$ cat config.mk
export PLATFORM = sky130hd
export DESIGN_NAME = led_pulse_sequencer
export DESIGN_NICKNAME = d
export VERILOG_FILES = /design/src/hw/rtl/lps_pkg.sv /design/src/hw/rtl/lps_divider.sv /design/src/hw/rtl/lps_datapath.sv /design/src/hw/rtl/lps_controller.sv /design/src/hw/rtl/led_pulse_sequencer.sv
export SDC_FILE = /design/constraint.sdc
export NUM_CORES = 2
export LEC_CHECK = 0
export ABC_AREA = 1
export BUFFER_PORTS_ARGS = -buffer_cell sky130_fd_sc_hd__buf_2
export CORE_MARGIN = 8
export CORE_UTILIZATION = 55
export CTS_CLUSTER_DIAMETER = 40
export DETAILED_ROUTE_END_ITERATION = 8
export GPL_TIMING_DRIVEN = 0
export PLACE_DENSITY_LB_ADDON = 0.05
export SLEW_MARGIN = 20
export SYNTH_ARGS = -nofsm -noshare
export SYNTH_HDL_FRONTEND = slang
export SYNTH_SLANG_ARGS = --single-unit
export TNS_END_PERCENT = 5
$ cat constraint.sdc
create_clock -name clk -period 14.1 [get_ports clk]
set_input_delay 1.41 -clock clk [delete_from_list [all_inputs] [get_ports clk]]
set_output_delay 1.41 -clock clk [all_outputs]
set_load 0.05 [all_outputs]
$ cat src/hw/rtl/lps_pkg.sv
// ----------------------------------------------------------------------------
// lps_pkg
// Shared types, constants and helper functions of the LED pulse sequencer.
// ----------------------------------------------------------------------------
package lps_pkg;

    localparam int PENDING_DEPTH_DEF = 4;
    localparam int FRAME_MIN_MS_DEF  = 12;

    localparam logic [2:0] REG_SEARCH_COLOR  = 3'd0;
    localparam logic [2:0] REG_LINKED_COLOR  = 3'd1;
    localparam logic [2:0] REG_SEARCH_PERIOD = 3'd2;
    localparam logic [2:0] REG_LINKED_PERIOD = 3'd3;
    localparam logic [2:0] REG_BG_FLOOR      = 3'd4;
    localparam logic [2:0] REG_SEARCH_PEAK   = 3'd5;
    localparam logic [2:0] REG_LINKED_PEAK   = 3'd6;

    localparam logic       KIND_START = 1'b0;
    localparam logic [1:0] MODE_SEARCH = 2'd1;
    localparam logic [1:0] MODE_LINKED = 2'd2;

    typedef enum logic [1:0] {
        DIV_NONE,
        DIV_CYCLE,
        DIV_PHASE,
        DIV_TRI
    } div_op_t;

    typedef enum logic [3:0] {
        ST_IDLE,
        ST_TICK,
        ST_RENDER,
        ST_DIV_SEQ,
        ST_TRI_START,
        ST_DIV_TRI,
        ST_GAMMA,
        ST_BR,
        ST_SCALE,
        ST_EMIT,
        ST_FALLBACK,
        ST_BG_START,
        ST_DIV_BGP
    } state_t;

    typedef struct packed {
        logic    take_start;
        logic    take_tick;
        logic    tick_entry;
        logic    dequeue;
        logic    stop_seq;
        logic    set_dark;
        logic    set_off;
        logic    seq_params;
        logic    bg_params;
        logic    br_from_hi;
        div_op_t div_op;
        logic    gamma_mul;
        logic    br_calc;
        logic    scale_mul;
        logic    emit_load;
    } lps_cmd_t;

    typedef struct packed {
        logic       running;
        logic       pend_nonempty;
        logic       throttled;
        logic       elapsed_neg;
        logic       cycle_zero;
        logic       div_done;
        logic       past_end;
        logic       in_gap;
        logic       period_zero;
        logic       out_busy;
        logic [1:0] mode;
    } lps_status_t;

    localparam logic [7:0] GAMMA_LUT [256] = '{
        8'd0,8'd0,8'd0,8'd0,8'd0,8'd0,8'd0,8'd0,8'd0,8'd0,8'd0,8'd0,8'd0,8'd0,8'd0,8'd0,
        8'd0,8'd0,8'd0,8'd0,8'd0,8'd0,8'd0,8'd0,8'd0,8'd0,8'd0,8'd0,8'd1,8'd1,8'd1,8'd1,
        8'd1,8'd1,8'd1,8'd1,8'd1,8'd1,8'd1,8'd1,8'd1,8'd2,8'd2,8'd2,8'd2,8'd2,8'd2,8'd2,
        8'd2,8'd3,8'd3,8'd3,8'd3,8'd3,8'd3,8'd3,8'd4,8'd4,8'd4,8'd4,8'd4,8'd5,8'd5,8'd5,
        8'd5,8'd6,8'd6,8'd6,8'd6,8'd7,8'd7,8'd7,8'd7,8'd8,8'd8,8'd8,8'd9,8'd9,8'd9,8'd10,
        8'd10,8'd10,8'd11,8'd11,8'd11,8'd12,8'd12,8'd13,
        8'd13,8'd13,8'd14,8'd14,8'd15,8'd15,8'd16,8'd16,
        8'd17,8'd17,8'd18,8'd18,8'd19,8'd19,8'd20,8'd20,
        8'd21,8'd21,8'd22,8'd22,8'd23,8'd24,8'd24,8'd25,
        8'd25,8'd26,8'd27,8'd27,8'd28,8'd29,8'd29,8'd30,
        8'd31,8'd32,8'd32,8'd33,8'd34,8'd35,8'd35,8'd36,
        8'd37,8'd38,8'd39,8'd39,8'd40,8'd41,8'd42,8'd43,
        8'd44,8'd45,8'd46,8'd47,8'd48,8'd49,8'd50,8'd50,
        8'd51,8'd52,8'd54,8'd55,8'd56,8'd57,8'd58,8'd59,
        8'd60,8'd61,8'd62,8'd63,8'd64,8'd66,8'd67,8'd68,
        8'd69,8'd70,8'd72,8'd73,8'd74,8'd75,8'd77,8'd78,
        8'd79,8'd81,8'd82,8'd83,8'd85,8'd86,8'd87,8'd89,
        8'd90,8'd92,8'd93,8'd95,8'd96,8'd98,8'd99,8'd101,
        8'd102,8'd104,8'd105,8'd107,8'd109,8'd110,8'd112,8'd114,
        8'd115,8'd117,8'd119,8'd120,8'd122,8'd124,8'd126,8'd127,
        8'd129,8'd131,8'd133,8'd135,8'd137,8'd138,8'd140,8'd142,
        8'd144,8'd146,8'd148,8'd150,8'd152,8'd154,8'd156,8'd158,
        8'd160,8'd162,8'd164,8'd167,8'd169,8'd171,8'd173,8'd175,
        8'd177,8'd180,8'd182,8'd184,8'd186,8'd189,8'd191,8'd193,
        8'd196,8'd198,8'd200,8'd203,8'd205,8'd208,8'd210,8'd213,
        8'd215,8'd218,8'd220,8'd223,8'd225,8'd228,8'd231,8'd233,
        8'd236,8'd239,8'd241,8'd244,8'd247,8'd249,8'd252,8'd255
    };

    // pct * 255 / 100, saturated; reciprocal estimate plus one correction
    function automatic logic [7:0] pct_level(input logic [6:0] pct);
        logic [14:0] v;
        logic [24:0] est;
        logic [8:0]  q;
        logic [14:0] r;
        v   = 15'(pct) * 15'd255;
        est = {10'b0, v} * 25'd655;
        q   = est[24:16];
        r   = v - 15'(q) * 15'd100;
        if (r >= 15'd100)
        begin
            q = q + 9'd1;
        end
        return (q > 9'd255) ? 8'd255 : q[7:0];
    endfunction

    // x / 255 for 16-bit x
    function automatic logic [8:0] div255(input logic [15:0] x);
        logic [24:0] est;
        logic [8:0]  q;
        logic [16:0] r;
        est = {9'b0, x} * 25'd257;
        q   = est[24:16];
        r   = {1'b0, x} - 17'(q) * 17'd255;
        if (r >= 17'd255)
        begin
            q = q + 9'd1;
        end
        return q;
    endfunction

endpackage

$ cat src/hw/rtl/lps_divider.sv
// ----------------------------------------------------------------------------
// lps_divider
// Radix-2 restoring divider, 32-bit dividend by 17-bit divisor.
// ----------------------------------------------------------------------------
module lps_divider import lps_pkg::*;
(
    input  logic        clk,
    input  logic        rst_n,
    input  logic        start,
    input  logic [31:0] dividend,
    input  logic [16:0] divisor,
    output logic [31:0] quotient,
    output logic [16:0] remainder,
    output logic        busy,
    output logic        done
);

    logic        busy_reg, busy_next;
    logic        done_reg, done_next;
    logic [5:0]  cnt_reg, cnt_next;
    logic [31:0] quo_reg, quo_next;
    logic [16:0] rem_reg, rem_next;
    logic [16:0] div_reg, div_next;
    logic [17:0] rem_shift;
    logic        ge;

    always_comb
    begin
        rem_shift = {rem_reg, quo_reg[31]};
        ge        = rem_shift >= {1'b0, div_reg};
        busy_next = busy_reg;
        done_next = 1'b0;
        cnt_next  = cnt_reg;
        quo_next  = quo_reg;
        rem_next  = rem_reg;
        div_next  = div_reg;
        if (start)
        begin
            busy_next = 1'b1;
            cnt_next  = 6'd32;
            quo_next  = dividend;
            rem_next  = '0;
            div_next  = divisor;
        end
        else if (busy_reg)
        begin
            rem_next = ge ? 17'(rem_shift - {1'b0, div_reg}) : rem_shift[16:0];
            quo_next = {quo_reg[30:0], ge};
            cnt_next = cnt_reg - 6'd1;
            if (cnt_reg == 6'd1)
            begin
                busy_next = 1'b0;
                done_next = 1'b1;
            end
        end
    end

    always_ff @(posedge clk or negedge rst_n)
    begin
        if (!rst_n)
        begin
            busy_reg <= 1'b0;
            done_reg <= 1'b0;
            cnt_reg  <= '0;
        end
        else
        begin
            busy_reg <= busy_next;
            done_reg <= done_next;
            cnt_reg  <= cnt_next;
        end
    end

    always_ff @(posedge clk)
    begin
        quo_reg <= quo_next;
        rem_reg <= rem_next;
        div_reg <= div_next;
    end

    assign quotient  = quo_reg;
    assign remainder = rem_reg;
    assign busy      = busy_reg;
    assign done      = done_reg;

endmodule

$ cat src/hw/rtl/lps_datapath.sv
// ----------------------------------------------------------------------------
// lps_datapath
// Config registers, pending queue, sequence state, divider and output stage.
// ----------------------------------------------------------------------------
module lps_datapath import lps_pkg::*;
#(
    parameter int PENDING_DEPTH = PENDING_DEPTH_DEF,
    parameter int FRAME_MIN_MS  = FRAME_MIN_MS_DEF
)
(
    input  logic        clk,
    input  logic        rst_n,
    input  lps_cmd_t    cmd,
    output lps_status_t status,
    input  logic [31:0] now_ms,
    input  logic [7:0]  red,
    input  logic [7:0]  green,
    input  logic [7:0]  blue,
    input  logic [7:0]  pulse_count,
    input  logic [15:0] pulse_ms,
    input  logic [15:0] gap_ms,
    input  logic [6:0]  min_pct,
    input  logic [6:0]  max_pct,
    input  logic [15:0] delay_ms,
    input  logic [1:0]  background_mode,
    input  logic        cfg_write,
    input  logic [2:0]  cfg_index,
    input  logic [23:0] cfg_data,
    input  logic        result_stall,
    output logic        result_valid,
    output logic [7:0]  led_red,
    output logic [7:0]  led_green,
    output logic [7:0]  led_blue,
    output logic        from_sequence
);

    localparam int PTR_W = (PENDING_DEPTH > 1) ? $clog2(PENDING_DEPTH) : 1;
    localparam int CNT_W = $clog2(PENDING_DEPTH + 1);

    // config
    logic [23:0] search_color_reg, linked_color_reg;
    logic [15:0] search_period_reg, linked_period_reg;
    logic [6:0]  bg_floor_reg, search_peak_reg, linked_peak_reg;

    // sequence
    logic        running_reg, first_seen_reg;
    logic [23:0] seq_color_reg;
    logic [31:0] seq_start_reg, last_frame_reg;
    logic [15:0] seq_pulse_reg, seq_gap_reg;
    logic [7:0]  seq_pulses_reg;
    logic [6:0]  seq_floor_reg, seq_peak_reg;

    // pending queue
    logic [23:0] q_color_reg [PENDING_DEPTH];
    logic [31:0] q_start_reg [PENDING_DEPTH];
    logic [7:0]  q_pulses_reg [PENDING_DEPTH];
    logic [15:0] q_pulse_reg [PENDING_DEPTH];
    logic [15:0] q_gap_reg [PENDING_DEPTH];
    logic [6:0]  q_floor_reg [PENDING_DEPTH];
    logic [6:0]  q_peak_reg [PENDING_DEPTH];
    logic [PTR_W-1:0] head_reg, tail_reg;
    logic [CNT_W-1:0] count_reg;

    // working registers
    logic [31:0] now_reg;
    logic [1:0]  mode_reg;
    logic [23:0] color_reg;
    logic [7:0]  lo_reg, hi_reg, br_reg;
    logic [15:0] period_reg;
    logic        from_reg;
    logic [15:0] prod_reg, prod_r_reg, prod_g_reg, prod_b_reg;

    logic        out_valid_reg;
    logic [7:0]  out_r_reg, out_g_reg, out_b_reg;
    logic        out_from_reg;

    logic [31:0] start_sum, elapsed, frame_gap, deq_start;
    logic [16:0] cycle_len;
    logic        item_nonempty, full, push_en, dequeue_en, direct_load;
    logic        throttled;

    logic        div_start, div_busy, div_done;
    logic [31:0] div_dividend, div_quo;
    logic [16:0] div_divisor, div_rem;
    logic [24:0] tri_prod;
    logic [8:0]  tri_raw, tri_fold;
    logic [7:0]  span, gamma_val;
    logic [8:0]  br_sum;

    function automatic logic [PTR_W-1:0] ptr_inc(input logic [PTR_W-1:0] p);
        return (p == PTR_W'(PENDING_DEPTH - 1)) ? '0 : p + 1'b1;
    endfunction

    assign start_sum     = now_ms + {16'b0, delay_ms};
    assign item_nonempty = (pulse_count != 8'd0) && (pulse_ms != 16'd0);
    assign full          = count_reg == CNT_W'(PENDING_DEPTH);
    assign direct_load   = cmd.take_start && first_seen_reg;
    assign push_en       = cmd.take_start && !first_seen_reg && item_nonempty;
    assign frame_gap     = now_reg - last_frame_reg;
    assign throttled     = (last_frame_reg != 32'd0) && (frame_gap < 32'(FRAME_MIN_MS));
    assign dequeue_en    = cmd.dequeue ||
                           (cmd.tick_entry && !first_seen_reg && !running_reg &&
                            (count_reg != '0));
    assign deq_start     = (q_start_reg[head_reg] > now_reg) ? q_start_reg[head_reg] : now_reg;
    assign elapsed       = now_reg - seq_start_reg;
    assign cycle_len     = {1'b0, seq_pulse_reg} + {1'b0, seq_gap_reg};

    // divider operand select
    assign tri_prod = {9'b0, div_rem[15:0]} * 25'd510;
    always_comb
    begin
        case (cmd.div_op)
            DIV_CYCLE:
            begin
                div_dividend = elapsed;
                div_divisor  = cycle_len;
            end
            DIV_PHASE:
            begin
                div_dividend = now_reg;
                div_divisor  = {1'b0, period_reg};
            end
            DIV_TRI:
            begin
                div_dividend = {7'b0, tri_prod};
                div_divisor  = {1'b0, period_reg};
            end
            default:
            begin
                div_dividend = '0;
                div_divisor  = '0;
            end
        endcase
    end
    assign div_start = cmd.div_op != DIV_NONE;

    lps_divider u_divider
    (
        .clk       (clk),
        .rst_n     (rst_n),
        .start     (div_start),
        .dividend  (div_dividend),
        .divisor   (div_divisor),
        .quotient  (div_quo),
        .remainder (div_rem),
        .busy      (div_busy),
        .done      (div_done)
    );

    // triangle fold, gamma, span
    assign tri_raw   = div_quo[8:0];
    assign tri_fold  = (tri_raw > 9'd255) ? 9'd510 - tri_raw : tri_raw;
    assign gamma_val = GAMMA_LUT[tri_fold[7:0]];
    assign span      = (hi_reg > lo_reg) ? hi_reg - lo_reg : 8'd0;
    assign br_sum    = {1'b0, lo_reg} + div255(prod_reg);

    // config registers
    always_ff @(posedge clk or negedge rst_n)
    begin
        if (!rst_n)
        begin
            search_color_reg  <= 24'd255;
            linked_color_reg  <= 24'd255;
            search_period_reg <= 16'd1600;
            linked_period_reg <= 16'd500;
            bg_floor_reg      <= 7'd1;
            search_peak_reg   <= 7'd65;
            linked_peak_reg   <= 7'd80;
        end
        else if (cfg_write)
        begin
            case (cfg_index)
                REG_SEARCH_COLOR:  search_color_reg  <= cfg_data;
                REG_LINKED_COLOR:  linked_color_reg  <= cfg_data;
                REG_SEARCH_PERIOD: search_period_reg <= cfg_data[15:0];
                REG_LINKED_PERIOD: linked_period_reg <= cfg_data[15:0];
                REG_BG_FLOOR:      bg_floor_reg      <= cfg_data[6:0];
                REG_SEARCH_PEAK:   search_peak_reg   <= cfg_data[6:0];
                REG_LINKED_PEAK:   linked_peak_reg   <= cfg_data[6:0];
                default: ;
            endcase
        end
    end

    // sequence state and queue pointers
    always_ff @(posedge clk or negedge rst_n)
    begin
        if (!rst_n)
        begin
            running_reg    <= 1'b0;
            first_seen_reg <= 1'b0;
            seq_color_reg  <= '0;
            seq_start_reg  <= '0;
            seq_pulse_reg  <= '0;
            seq_gap_reg    <= '0;
            seq_pulses_reg <= '0;
            seq_floor_reg  <= '0;
            seq_peak_reg   <= '0;
            last_frame_reg <= '0;
            head_reg       <= '0;
            tail_reg       <= '0;
            count_reg      <= '0;
            out_valid_reg  <= 1'b0;
        end
        else
        begin
            if (direct_load)
            begin
                running_reg    <= item_nonempty;
                seq_color_reg  <= {red, green, blue};
                seq_start_reg  <= start_sum;
                seq_pulse_reg  <= pulse_ms;
                seq_gap_reg    <= gap_ms;
                seq_pulses_reg <= pulse_count;
                seq_floor_reg  <= min_pct;
                seq_peak_reg   <= max_pct;
            end
            else if (dequeue_en)
            begin
                running_reg    <= (q_pulses_reg[head_reg] != 8'd0) &&
                                  (q_pulse_reg[head_reg] != 16'd0);
                seq_color_reg  <= q_color_reg[head_reg];
                seq_start_reg  <= deq_start;
                seq_pulse_reg  <= q_pulse_reg[head_reg];
                seq_gap_reg    <= q_gap_reg[head_reg];
                seq_pulses_reg <= q_pulses_reg[head_reg];
                seq_floor_reg  <= q_floor_reg[head_reg];
                seq_peak_reg   <= q_peak_reg[head_reg];
            end
            else if (cmd.stop_seq)
            begin
                running_reg <= 1'b0;
            end

            if (cmd.tick_entry)
            begin
                first_seen_reg <= 1'b1;
                if (!throttled)
                begin
                    last_frame_reg <= now_reg;
                end
            end

            if (push_en)
            begin
                tail_reg <= ptr_inc(tail_reg);
                if (full)
                begin
                    head_reg <= ptr_inc(head_reg);
                end
                else
                begin
                    count_reg <= count_reg + 1'b1;
                end
            end
            else if (dequeue_en)
            begin
                head_reg  <= ptr_inc(head_reg);
                count_reg <= count_reg - 1'b1;
            end

            if (cmd.emit_load)
            begin
                out_valid_reg <= 1'b1;
            end
            else if (!result_stall)
            begin
                out_valid_reg <= 1'b0;
            end
        end
    end

    // queue storage
    always_ff @(posedge clk)
    begin
        if (push_en)
        begin
            q_color_reg[tail_reg]  <= {red, green, blue};
            q_start_reg[tail_reg]  <= start_sum;
            q_pulses_reg[tail_reg] <= pulse_count;
            q_pulse_reg[tail_reg]  <= pulse_ms;
            q_gap_reg[tail_reg]    <= gap_ms;
            q_floor_reg[tail_reg]  <= min_pct;
            q_peak_reg[tail_reg]   <= max_pct;
        end
    end

    // working payload
    always_ff @(posedge clk)
    begin
        if (cmd.take_tick)
        begin
            now_reg  <= now_ms;
            mode_reg <= background_mode;
        end
        if (cmd.seq_params)
        begin
            color_reg  <= seq_color_reg;
            lo_reg     <= pct_level(seq_floor_reg);
            hi_reg     <= pct_level(seq_peak_reg);
            period_reg <= seq_pulse_reg;
            from_reg   <= 1'b1;
        end
        else if (cmd.bg_params)
        begin
            lo_reg   <= pct_level(bg_floor_reg);
            from_reg <= 1'b0;
            if (mode_reg == MODE_SEARCH)
            begin
                color_reg  <= search_color_reg;
                hi_reg     <= pct_level(search_peak_reg);
                period_reg <= search_period_reg;
            end
            else
            begin
                color_reg  <= linked_color_reg;
                hi_reg     <= pct_level(linked_peak_reg);
                period_reg <= linked_period_reg;
            end
        end
        else if (cmd.set_dark || cmd.set_off)
        begin
            color_reg <= '0;
            from_reg  <= cmd.set_dark;
        end

        if (cmd.set_dark || cmd.set_off)
        begin
            br_reg <= '0;
        end
        else if (cmd.br_from_hi)
        begin
            br_reg <= hi_reg;
        end
        else if (cmd.br_calc)
        begin
            br_reg <= br_sum[7:0];
        end

        if (cmd.gamma_mul)
        begin
            prod_reg <= {8'b0, gamma_val} * {8'b0, span};
        end
        if (cmd.scale_mul)
        begin
            prod_r_reg <= {8'b0, color_reg[23:16]} * {8'b0, br_reg} + 16'd127;
            prod_g_reg <= {8'b0, color_reg[15:8]} * {8'b0, br_reg} + 16'd127;
            prod_b_reg <= {8'b0, color_reg[7:0]} * {8'b0, br_reg} + 16'd127;
        end
        if (cmd.emit_load)
        begin
            out_r_reg    <= 8'(div255(prod_r_reg));
            out_g_reg    <= 8'(div255(prod_g_reg));
            out_b_reg    <= 8'(div255(prod_b_reg));
            out_from_reg <= from_reg;
        end
    end

    always_comb
    begin
        status.running       = running_reg;
        status.pend_nonempty = count_reg != '0;
        status.throttled     = throttled;
        status.elapsed_neg   = elapsed[31];
        status.cycle_zero    = cycle_len == 17'd0;
        status.div_done      = div_done;
        status.past_end      = div_quo >= {24'b0, seq_pulses_reg};
        status.in_gap        = div_rem >= {1'b0, seq_pulse_reg};
        status.period_zero   = period_reg == 16'd0;
        status.out_busy      = out_valid_reg && result_stall;
        status.mode          = mode_reg;
    end

    assign result_valid  = out_valid_reg;
    assign led_red       = out_r_reg;
    assign led_green     = out_g_reg;
    assign led_blue      = out_b_reg;
    assign from_sequence = out_from_reg;

    a_no_overwrite: assert property (@(posedge clk) disable iff (!rst_n)
        cmd.emit_load |-> !(out_valid_reg && result_stall))
        else $error("result overwritten while stalled");
    a_count_bound: assert property (@(posedge clk) disable iff (!rst_n)
        count_reg <= CNT_W'(PENDING_DEPTH))
        else $error("pending count above depth");
    a_div_idle: assert property (@(posedge clk) disable iff (!rst_n)
        div_start |-> !div_busy)
        else $error("divider started while busy");
    a_first_sticky: assert property (@(posedge clk) disable iff (!rst_n)
        first_seen_reg |=> first_seen_reg)
        else $error("first tick flag cleared");

endmodule

$ cat src/hw/rtl/lps_controller.sv
// ----------------------------------------------------------------------------
// lps_controller
// Sequencing of start requests and frame ticks through the datapath.
// ----------------------------------------------------------------------------
module lps_controller import lps_pkg::*;
(
    input  logic        clk,
    input  logic        rst_n,
    input  logic        item_valid,
    input  logic        kind,
    output logic        item_stall,
    input  lps_status_t status,
    output lps_cmd_t    cmd
);

    state_t state_reg, state_next;
    logic   retried_reg, retried_next;

    always_ff @(posedge clk or negedge rst_n)
    begin
        if (!rst_n)
        begin
            state_reg   <= ST_IDLE;
            retried_reg <= 1'b0;
        end
        else
        begin
            state_reg   <= state_next;
            retried_reg <= retried_next;
        end
    end

    always_comb
    begin
        state_next   = state_reg;
        retried_next = retried_reg;
        cmd          = '0;
        cmd.div_op   = DIV_NONE;
        item_stall   = state_reg != ST_IDLE;
        case (state_reg)
            ST_IDLE:
            begin
                if (item_valid)
                begin
                    if (kind == KIND_START)
                    begin
                        cmd.take_start = 1'b1;
                    end
                    else
                    begin
                        cmd.take_tick = 1'b1;
                        state_next    = ST_TICK;
                    end
                end
            end
            ST_TICK:
            begin
                cmd.tick_entry = 1'b1;
                retried_next   = 1'b0;
                state_next     = status.throttled ? ST_IDLE : ST_RENDER;
            end
            ST_RENDER:
            begin
                if (!status.running)
                begin
                    state_next = ST_FALLBACK;
                end
                else if (status.elapsed_neg)
                begin
                    cmd.set_dark = 1'b1;
                    state_next   = ST_SCALE;
                end
                else if (status.cycle_zero)
                begin
                    cmd.stop_seq = 1'b1;
                    state_next   = ST_FALLBACK;
                end
                else
                begin
                    cmd.div_op = DIV_CYCLE;
                    state_next = ST_DIV_SEQ;
                end
            end
            ST_DIV_SEQ:
            begin
                if (status.div_done)
                begin
                    if (status.past_end)
                    begin
                        cmd.stop_seq = 1'b1;
                        state_next   = ST_FALLBACK;
                    end
                    else if (status.in_gap)
                    begin
                        cmd.set_dark = 1'b1;
                        state_next   = ST_SCALE;
                    end
                    else
                    begin
                        cmd.seq_params = 1'b1;
                        state_next     = ST_TRI_START;
                    end
                end
            end
            ST_TRI_START:
            begin
                cmd.div_op = DIV_TRI;
                state_next = ST_DIV_TRI;
            end
            ST_DIV_TRI:
            begin
                if (status.div_done)
                begin
                    state_next = ST_GAMMA;
                end
            end
            ST_GAMMA:
            begin
                cmd.gamma_mul = 1'b1;
                state_next    = ST_BR;
            end
            ST_BR:
            begin
                cmd.br_calc = 1'b1;
                state_next  = ST_SCALE;
            end
            ST_SCALE:
            begin
                cmd.scale_mul = 1'b1;
                state_next    = ST_EMIT;
            end
            ST_EMIT:
            begin
                if (!status.out_busy)
                begin
                    cmd.emit_load = 1'b1;
                    state_next    = ST_IDLE;
                end
            end
            ST_FALLBACK:
            begin
                if (status.pend_nonempty && !retried_reg)
                begin
                    cmd.dequeue  = 1'b1;
                    retried_next = 1'b1;
                    state_next   = ST_RENDER;
                end
                else if (status.mode inside {MODE_SEARCH, MODE_LINKED})
                begin
                    cmd.bg_params = 1'b1;
                    state_next    = ST_BG_START;
                end
                else
                begin
                    cmd.set_off = 1'b1;
                    state_next  = ST_SCALE;
                end
            end
            ST_BG_START:
            begin
                if (status.period_zero)
                begin
                    cmd.br_from_hi = 1'b1;
                    state_next     = ST_SCALE;
                end
                else
                begin
                    cmd.div_op = DIV_PHASE;
                    state_next = ST_DIV_BGP;
                end
            end
            ST_DIV_BGP:
            begin
                if (status.div_done)
                begin
                    state_next = ST_TRI_START;
                end
            end
            default:
            begin
                state_next = ST_IDLE;
            end
        endcase
    end

endmodule

$ cat src/hw/rtl/led_pulse_sequencer.sv
// ----------------------------------------------------------------------------
// led_pulse_sequencer
// Breathing pulse sequencer for one RGB status LED.
//
// Input channel (item_valid / item_stall): kind 0 is a start request, kind 1
// a frame tick. A request is taken when valid is high and stall is low; stall
// is high while a tick is being worked on. Start requests give no result. A
// tick uses no division when throttled, up to two for a running sequence or
// for background, and up to three when a finished sequence hands over to a
// pending one or to background; every division runs on the single shared
// radix-2 divider.
// Output channel (result_valid / result_stall): one frame per tick that is not
// throttled. The frame sits in an output register; while the receiver stalls,
// the next request is still taken and its frame waits in the final stage.
// Config channel (cfg_valid / cfg_ready): cfg_ready is always high; write only
// while idle. Reset clears the pending queue, the running sequence and the
// frame timer and loads the default register values.
// ----------------------------------------------------------------------------
module led_pulse_sequencer import lps_pkg::*;
#(
    parameter int PENDING_DEPTH = PENDING_DEPTH_DEF,
    parameter int FRAME_MIN_MS  = FRAME_MIN_MS_DEF
)
(
    input  logic        clk,
    input  logic        rst_n,
    input  logic        item_valid,
    output logic        item_stall,
    input  logic        kind,
    input  logic [31:0] now_ms,
    input  logic [7:0]  red,
    input  logic [7:0]  green,
    input  logic [7:0]  blue,
    input  logic [7:0]  pulse_count,
    input  logic [15:0] pulse_ms,
    input  logic [15:0] gap_ms,
    input  logic [6:0]  min_pct,
    input  logic [6:0]  max_pct,
    input  logic [15:0] delay_ms,
    input  logic [1:0]  background_mode,
    output logic        result_valid,
    input  logic        result_stall,
    output logic [7:0]  led_red,
    output logic [7:0]  led_green,
    output logic [7:0]  led_blue,
    output logic        from_sequence,
    input  logic        cfg_valid,
    output logic        cfg_ready,
    input  logic [2:0]  cfg_index,
    input  logic [23:0] cfg_data
);

    lps_cmd_t    cmd;
    lps_status_t status;

    assign cfg_ready = 1'b1;

    lps_controller u_controller
    (
        .clk        (clk),
        .rst_n      (rst_n),
        .item_valid (item_valid),
        .kind       (kind),
        .item_stall (item_stall),
        .status     (status),
        .cmd        (cmd)
    );

    lps_datapath
    #(
        .PENDING_DEPTH (PENDING_DEPTH),
        .FRAME_MIN_MS  (FRAME_MIN_MS)
    )
    u_datapath
    (
        .clk             (clk),
        .rst_n           (rst_n),
        .cmd             (cmd),
        .status          (status),
        .now_ms          (now_ms),
        .red             (red),
        .green           (green),
        .blue            (blue),
        .pulse_count     (pulse_count),
        .pulse_ms        (pulse_ms),
        .gap_ms          (gap_ms),
        .min_pct         (min_pct),
        .max_pct         (max_pct),
        .delay_ms        (delay_ms),
        .background_mode (background_mode),
        .cfg_write       (cfg_valid && cfg_ready),
        .cfg_index       (cfg_index),
        .cfg_data        (cfg_data),
        .result_stall    (result_stall),
        .result_valid    (result_valid),
        .led_red         (led_red),
        .led_green       (led_green),
        .led_blue        (led_blue),
        .from_sequence   (from_sequence)
    );

endmodule

## Word level (Yosys, flattened, before mapping)

Memory sizes are Yosys's and may differ from the RTL's.
Index checks and enable logic that the tools add are counted.

| word-level totals | value |
|---|---|
| ROM bits | 2,048 |
| register bits after elaboration | 520 |
| memory bits (writable) | 440 |
| memories | 8 |
| word-level logic and storage cells | 370 |
| bits of input ports | 161 |

| cells by class | value |
|---|---|
| add/sub/neg operators | 34 |
| multiplexer cells | 143 |
| equal/unequal tests | 37 |
| magnitude comparators | 22 |
| multiply operators | 28 |
| reductions and logical operators | 51 |
| bitwise operators | 2 |

Memory list:

| memory | depth | bits a word | rd ports | clocked after memory_dff | wr ports | line | RTL |
|---|---|---|---|---|---|---|---|
| (no name shown) | 256 | 8 | 1 | 0 | 0 | lps_datapath.sv:153 | `assign gamma_val = GAMMA_LUT[tri_fold[7:0]];` |
| u_datapath.q_start_reg | 4 | 32 | 1 | 0 | 1 | lps_datapath.sv:55 | `logic [31:0] q_start_reg [PENDING_DEPTH];` |
| u_datapath.q_color_reg | 4 | 24 | 1 | 0 | 1 | lps_datapath.sv:54 | `logic [23:0] q_color_reg [PENDING_DEPTH];` |
| u_datapath.q_gap_reg | 4 | 16 | 1 | 0 | 1 | lps_datapath.sv:58 | `logic [15:0] q_gap_reg [PENDING_DEPTH];` |
| u_datapath.q_pulse_reg | 4 | 16 | 1 | 0 | 1 | lps_datapath.sv:57 | `logic [15:0] q_pulse_reg [PENDING_DEPTH];` |
| u_datapath.q_pulses_reg | 4 | 8 | 1 | 0 | 1 | lps_datapath.sv:56 | `logic [7:0] q_pulses_reg [PENDING_DEPTH];` |
| +2 memories | - | - | - | - | - | - |  |

Operators by type and width:

| cell | count |
|---|---|
| 2-to-1 mux 8 bit | 22 |
| 2-to-1 mux 32 bit | 5 |
| 2-to-1 mux 24 bit | 6 |
| 2-to-1 mux 9 bit | 15 |
| multiplier 15 x 10 -> 25 bit (second input constant) | 5 |
| 2-to-1 mux 16 bit | 7 |
| multiplier 16 x 9 -> 25 bit (second input constant) | 4 |
| one-hot mux 32 bit (3 select lines) | 1 |
| greater-or-equal comparator 15 x 7 -> 1 bit (second input constant) | 5 |
| multiplier 7 x 8 -> 15 bit (second input constant) | 5 |
| subtractor 15 bit | 5 |
| greater-or-equal comparator 17 x 8 -> 1 bit (second input constant) | 4 |
| multiplier 9 x 8 -> 17 bit (second input constant) | 4 |
| subtractor 16 x 17 -> 17 bit | 4 |
| multiplier 9 x 5 -> 13 bit (second input constant) | 5 |
| multiplier 8 x 8 -> 16 bit | 4 |
| subtractor 32 bit | 2 |
| > comparator 9 x 8 -> 1 bit (second input constant) | 6 |
| one-hot mux 4 bit (13 select lines) | 1 |
| adder 16 x 7 -> 16 bit (second input constant) | 3 |
| 2-to-1 mux 4 bit | 12 |
| adder 9 x 1 -> 9 bit (second input constant) | 5 |
| 2-to-1 mux 1 bit | 45 |
| one-hot mux 17 bit (2 select lines) | 1 |
| 57 further kinds | 141 |

## Depth between registers and ports, before layout

| logic depth | value |
|---|---|
| word-level depth | 14 |
| gate-level depth with buffers | 71 |
| depth with buffers taken out | 71 |

## By module

A second synthesis with hierarchy kept.

| second synthesis, totals | value |
|---|---|
| cells, all modules | 11,859 |
| area total of the unflattened synthesis | 101,031.9 um2 |

Modules (own cells, without submodules):

| module | sequential area each (um2) | area an instance (um2) | cells each | instances |
|---|---|---|---|---|
| lps_datapath | 25,136.6 | 96,199.8 | 11,203 | 1 |
| lps_divider | 2,011.9 | 4,192.8 | 534 | 1 |
| lps_controller | 125.1 | 628.1 | 120 | 1 |
| led_pulse_sequencer | 0.0 | 11.3 | 2 | 1 |

## Worst setup path before layout

Ideal clock, no wire load.

| timing path | value |
|---|---|
| path kind | flip-flop to flip-flop |
| start point | register u_datapath.seq_peak_reg[4] |
| end point | register u_datapath.hi_reg[0] (data pin) |
| arrival time | 11.761 ns |
| setup slack | 2.083 ns |
| data required time | 13.844 ns |
| stages on the path, launching flop included | 60 |
| path buffers | 1 |
| setup time | 0.256 ns |
| cell sequence | dfrtp_1 > fa_1 > inv_1 > fa_1 > inv_1 > fa_1 > inv_1 > fa_1 > inv_1 > ha_1 > a21oi_1 > nand3_1 > a211oi_1 > a21oi_1 > xnor2_1 > inv_1 > fa_1 > ha_1 > [24 not listed] > ha_1 > a21oi_1 > o21a_1 > nand2_1 > nand2_1 > nand2_1 > nand2_1 > nand2_1 > nand2_1 > nand2_1 > nor2_1 > nand2_1 > nor2_1 > nand2_2 > buf_4 > xor2_1 > o21ai_0 > nand2_1 |

| between the ends | value |
|---|---|
| cells in the longest elaborated chain, start to end | 10 |

Ends and longest elaborated chain:

| item | line | RTL |
|---|---|---|
| start, declared | lps_datapath.sv:51 | `logic [6:0] seq_floor_reg, seq_peak_reg;` |
| start signal, assigned | lps_datapath.sv:216 | `seq_peak_reg <= max_pct;` |
| start signal, assigned | lps_datapath.sv:228 | `seq_peak_reg <= q_peak_reg[head_reg];` |
| multiplier 7 x 8 -> 15 bit (*) | lps_pkg.sv:113 | `v = 15'(pct) * 15'd255;` |
| multiplier 15 x 10 -> 25 bit | lps_pkg.sv:114 | `est = {10'b0, v} * 25'd655;` |
| multiplier 9 x 5 -> 13 bit | lps_pkg.sv:116 | `r = v - 15'(q) * 15'd100;` |
| subtractor 15 bit | lps_pkg.sv:116 |  |
| greater-or-equal comparator 15 x 7 -> 1 bit | lps_pkg.sv:117 | `if (r >= 15'd100)` |
| 2-to-1 mux 9 bit (*) | lps_pkg.sv:117 |  |
| 2-to-1 mux 9 bit (*) | lps_datapath.sv:296 | `if (cmd.seq_params)` |
| > comparator 9 x 8 -> 1 bit | lps_pkg.sv:121 | `return (q > 9'd255) ? 8'd255 : q[7:0];` |
| 2-to-1 mux 8 bit (*) | lps_pkg.sv:121 |  |
| 2-to-1 mux 8 bit (*) | lps_datapath.sv:296 |  |
| end signal, assigned | lps_datapath.sv:300 | `hi_reg <= pct_level(seq_peak_reg);` |
| end signal, assigned | lps_datapath.sv:311 | `hi_reg <= pct_level(search_peak_reg);` |
| end signal, assigned | lps_datapath.sv:317 | `hi_reg <= pct_level(linked_peak_reg);` |
| end, declared | lps_datapath.sv:68 | `logic [7:0] lo_reg, hi_reg, br_reg;` |

Mark *: on every way between the ends. The rest lies on a longest branch, timed or not. The select of a mux whose other input is x is not followed.
A chain may end at the register's enable or synchronous reset.

## Worst setup path after layout

| timing path | value |
|---|---|
| start point | register u_datapath.bg_floor_reg[4] |
| end point | register u_datapath.lo_reg[7] (data pin) |

| between the ends | value |
|---|---|
| cells in the longest elaborated chain, start to end | 12 |

Ends and longest elaborated chain:

| item | line | RTL |
|---|---|---|
| start, declared | lps_datapath.sv:43 | `logic [6:0] bg_floor_reg, search_peak_reg, linked_peak_reg;` |
| start signal, assigned | lps_datapath.sv:177 | `REG_BG_FLOOR: bg_floor_reg <= cfg_data[6:0];` |
| multiplier 7 x 8 -> 15 bit (*) | lps_pkg.sv:113 |  |
| multiplier 15 x 10 -> 25 bit | lps_pkg.sv:114 |  |
| multiplier 9 x 5 -> 13 bit | lps_pkg.sv:116 |  |
| subtractor 15 bit | lps_pkg.sv:116 |  |
| greater-or-equal comparator 15 x 7 -> 1 bit | lps_pkg.sv:117 |  |
| 2-to-1 mux 9 bit (*) | lps_pkg.sv:117 |  |
| 2-to-1 mux 9 bit (*) | lps_datapath.sv:304 | `else if (cmd.bg_params)` |
| 2-to-1 mux 9 bit (*) | lps_datapath.sv:296 |  |
| > comparator 9 x 8 -> 1 bit | lps_pkg.sv:121 |  |
| 2-to-1 mux 8 bit (*) | lps_pkg.sv:121 |  |
| 2-to-1 mux 8 bit (*) | lps_datapath.sv:304 |  |
| 2-to-1 mux 8 bit (*) | lps_datapath.sv:296 |  |
| end signal, assigned | lps_datapath.sv:299 | `lo_reg <= pct_level(seq_floor_reg);` |
| end signal, assigned | lps_datapath.sv:306 | `lo_reg <= pct_level(bg_floor_reg);` |
| end, declared | lps_datapath.sv:68 |  |

Marks and branches as above.

==> results.json <==
{
  "finalHoldViolCount": 0,
  "final_net_count": 14687,
  "tns_ns": 0,
  "min_period_over_period": 0.951,
  "dp.final_hpwl_um": 234000,
  "start_kind": "flop",
  "critPathSlowestCell": "xor2_1",
  "worst_pin_slew_ns": 1.18,
  "setup_viol": 0,
  "rsz0062_at_grt": "yes",
  "place_ws_ns": -0.139,
  "clock_skew_ns": 0.0715,
  "crit_required_ns": 14.60,
  "synthCells": 11892,
  "cts_hold_buf": 0,
  "synth_top_family_by_area": "adder cells",
  "dr.first_iter.drc_count": 5716,
  "synth_top_area_cell": "edfxtp_1",
  "avgSynthCellArea_um2": 8.51,
  "synth_warnings": 0,
  "port_buffers": 187,
  "root_buffer": "clkbuf_16",
  "dieHeight_um": 445,
  "cts_made_buffers": 158,
  "wire_per_inst_um": 19.0,
  "n_fill_cell": 16304,
  "fin_crit_ns": 13.40,
  "ys_types": 80,
  "cts_buffer_depth": 3,
  "synthesis.area_um2": 101000,
  "dieArea_um2": 198000,
  "routed_wirelength_um": 284000,
  "synth_edf_count": 668,
  "grt_usage": 0.284,
  "final_cell_count_no_fill": 14892,
  "antenna_found_initial": 10,
  "critPathKind": "reg2reg",
  "critical_path.most_common_cell": "nand2_1",
  "hold_path_class": "in2async",
  "r2r_start": "u_datapath.bg_floor_reg[4]",
  "synth-compound-area-share": 0.101,
  "cts_tree": "done",
  "maxSlewViolCount": 0,
  "core_um2": 183000,
  "synth_area_leaders": "edfxtp_1 20%, ha_1 19%, fa_1 15%",
  "synth-xor-area-share": 0.0397,
  "worstSetupStartpoint": "u_datapath.bg_floor_reg[4]",
  "gp_congestion": 0.964,
  "arrival_ns": 13.90,
  "dp_cells": 14577,
  "area_delta_synth_final_pct": 10.7,
  "synthAdderAreaFrac": 0.332,
  "async_flop_share": 0.277,
  "slew-limit-headroom": 0.214,
  "grt_pass1_vias": 83330,
  "clock_sinks": 960,
  "h-tree-depth": 4,
  "clk_pin_slew_ns": 0.05,
  "first_pass_iters": 9,
  "worst-path-max-fanout": 10,
  "ys_ff_latch": 960,
  "num_rows": 157,
  "yosysSeqAreaShare": 0.270,
  "syn_nets": 14294,
  "grt_max_degree": 97,
  "clock.fmax_mhz": 74.6,
  "grt_pass1_wl_um": 450000,
  "clk_latency_ns": 0.84,
  "muxShareOfSynthArea": 0.000210,
  "worst_slack_ns": 0.697,
  "io_pins": 189,
  "start_util": 0.553,
  "synth_simple_gate_area_frac": 0.164,
  "whs_ns": 0.398,
  "drtAntennaViolNets": 0,
  "largest_reg_flops": 128,
  "vias": 82049,
  "ys.flop_type": "edfxtp_1",
  "slowest_delay_ns": 0.83,
  "yosysTopAreaCellShare": 0.198,
  "drv_cap": 0,
  "grt_overflow": 0,
  "end_kind": "flop",
  "viasPerCell": 5.51,
  "fp.dieW_um": 445,
  "layout-drive-gt1-share": 0.0623,
  "drc": 0,
  "status": "finished, final reports clean"
}
## layer usage
layer / vias to the layer above / global-route usage / wire length (µm)
met3: 508 / 0.0426 / 17000
li1: 39668 / - / -
met5: - / 0.00144 / 13
met1: 39523 / 0.371 / 121000
met4: 2 / 0.113 / 12200
met2: 2348 / 0.478 / 133000
## stage by stage
step                instance area [µm²]  utilization
global placement                 105000        0.575
detailed placement               106000        0.580
floorplan                        101000            -
global route                     112000        0.612
CTS                              112000        0.610
finish                           112000        0.612
## cell type report
| class | count | area, µm² | area share |
|---|---|---|---|
| clock buffers | 171 | 4080 | 0.0364 |
| repair buffers | 233 | 1820 | 0.0163 |
| multi-input cells | 8456 | 64700 | 0.578 |
| flip-flops and latches | 960 | 27300 | 0.244 |
| plain buffers | 253 | 1150 | 0.0103 |
| inverters | 2223 | 8350 | 0.0745 |
| clock inverters | 126 | 1480 | 0.0132 |
| diodes | 6 | 15.0 | 0.000134 |
| well taps | 2464 | 3080 | 0.0275 |
## synth_stat cells (9+ instances only)
| cell | n |
|---|---|
| inv_2 | 10 |
| nor2_1 | 719 |
| o31ai_1 | 9 |
| buf_1 | 13 |
| o211ai_1 | 79 |
| nand2_1 | 2369 |
| dfxtp_1 | 26 |
| a21boi_0 | 10 |
| fa_1 | 737 |
| nor3b_1 | 10 |
| a221oi_1 | 10 |
| clkbuf_1 | 196 |
| edfxtp_1 | 668 |
| buf_2 | 10 |
| or2_2 | 42 |
| xor2_1 | 314 |
| o21ai_0 | 681 |
| buf_6 | 11 |
| o21a_1 | 24 |
| a21oi_1 | 582 |
| a211oi_1 | 18 |
| nand3b_1 | 53 |
| nand2_2 | 31 |
| nor4_1 | 43 |
| nor3_1 | 59 |
| inv_1 | 2209 |
| a21o_1 | 54 |
| nand3_1 | 448 |
| a31oi_1 | 100 |
| ha_1 | 1504 |
| xnor2_1 | 134 |
| nand4_1 | 119 |
| dfrtp_1 | 236 |
| o221ai_1 | 26 |
| buf_4 | 9 |
| dfstp_2 | 30 |
| o21ai_1 | 25 |
| o22ai_1 | 111 |
| o21bai_1 | 52 |
## path summary, 6_finish.rpt
path / slack (ns) / cells past startpoint / to
hold / removal: 0.40 / 1 / u_datapath.last_frame_reg[7]
min in group clk: 0.48 / 2 / u_datapath.linked_color_reg[14]
setup / recovery: 0.70 / 58 / u_datapath.lo_reg[7]
setup reg to reg: 0.70 / 58 / u_datapath.lo_reg[7]
hold reg to reg: 0.48 / 2 / u_datapath.linked_color_reg[14]
max in group asynchronous: 12.45 / 3 / u_datapath.seq_peak_reg[2]
## cell usage in the layout, fill, tap and decap left out, drive strengths merged, types with 52 or more instances in the layout
| cell | count |
|---|---|
| edfxtp | 668 |
| a31oi | 100 |
| nand3 | 454 |
| clkbuf | 380 |
| o21bai | 52 |
| o21ai | 710 |
| a21oi | 586 |
| xor2 | 317 |
| nand2 | 2408 |
| nand4 | 120 |
| xnor2 | 135 |
| dfrtp | 236 |
| o211ai | 79 |
| a21o | 54 |
| nor3 | 68 |
| inv | 2272 |
| buf | 276 |
| o22ai | 111 |
| fa | 737 |
| clkinv | 54 |
| nand3b | 54 |
| ha | 1504 |
| nor2 | 733 |
## what timing repair did
item                       in CTS  in global routing
setup endpoints to repair       3                 16
hold endpoints to repair        0                  0
pin swaps                       0                  6
setup buffers                   0                 12
resized for setup               3                 47
## cell families (layout without fill, tap and decap cells)
| family | after synthesis | count (layout) |
|---|---|---|
| xor gates and xnor gates | 453 | 453 |
| adders and majority gates | 2241 | 2241 |
| and+or+nand+nor | 3946 | 3946 |
| muxes | 2 | 2 |
| buffers and inverters | 2476 | 3006 |
| AOI/OAI and AO/OA | 1813 | 1813 |
| other | 1 | 7 |
| DFF | 960 | 960 |
## critical path, delay by kind of cell (launching register included)
kind / cells / cell delay, ns
fa+ha+maj: 16 / 6.87
compound gates: 4 / 0.64
flops: 1 / 0.47
simple gates: 24 / 3.02
buf+inv: 12 / 1.10
xor+xnor: 2 / 0.99
Power is not shown: default switching activity piles up to over one toggle a cycle in this logic, so the estimate is an artifact.
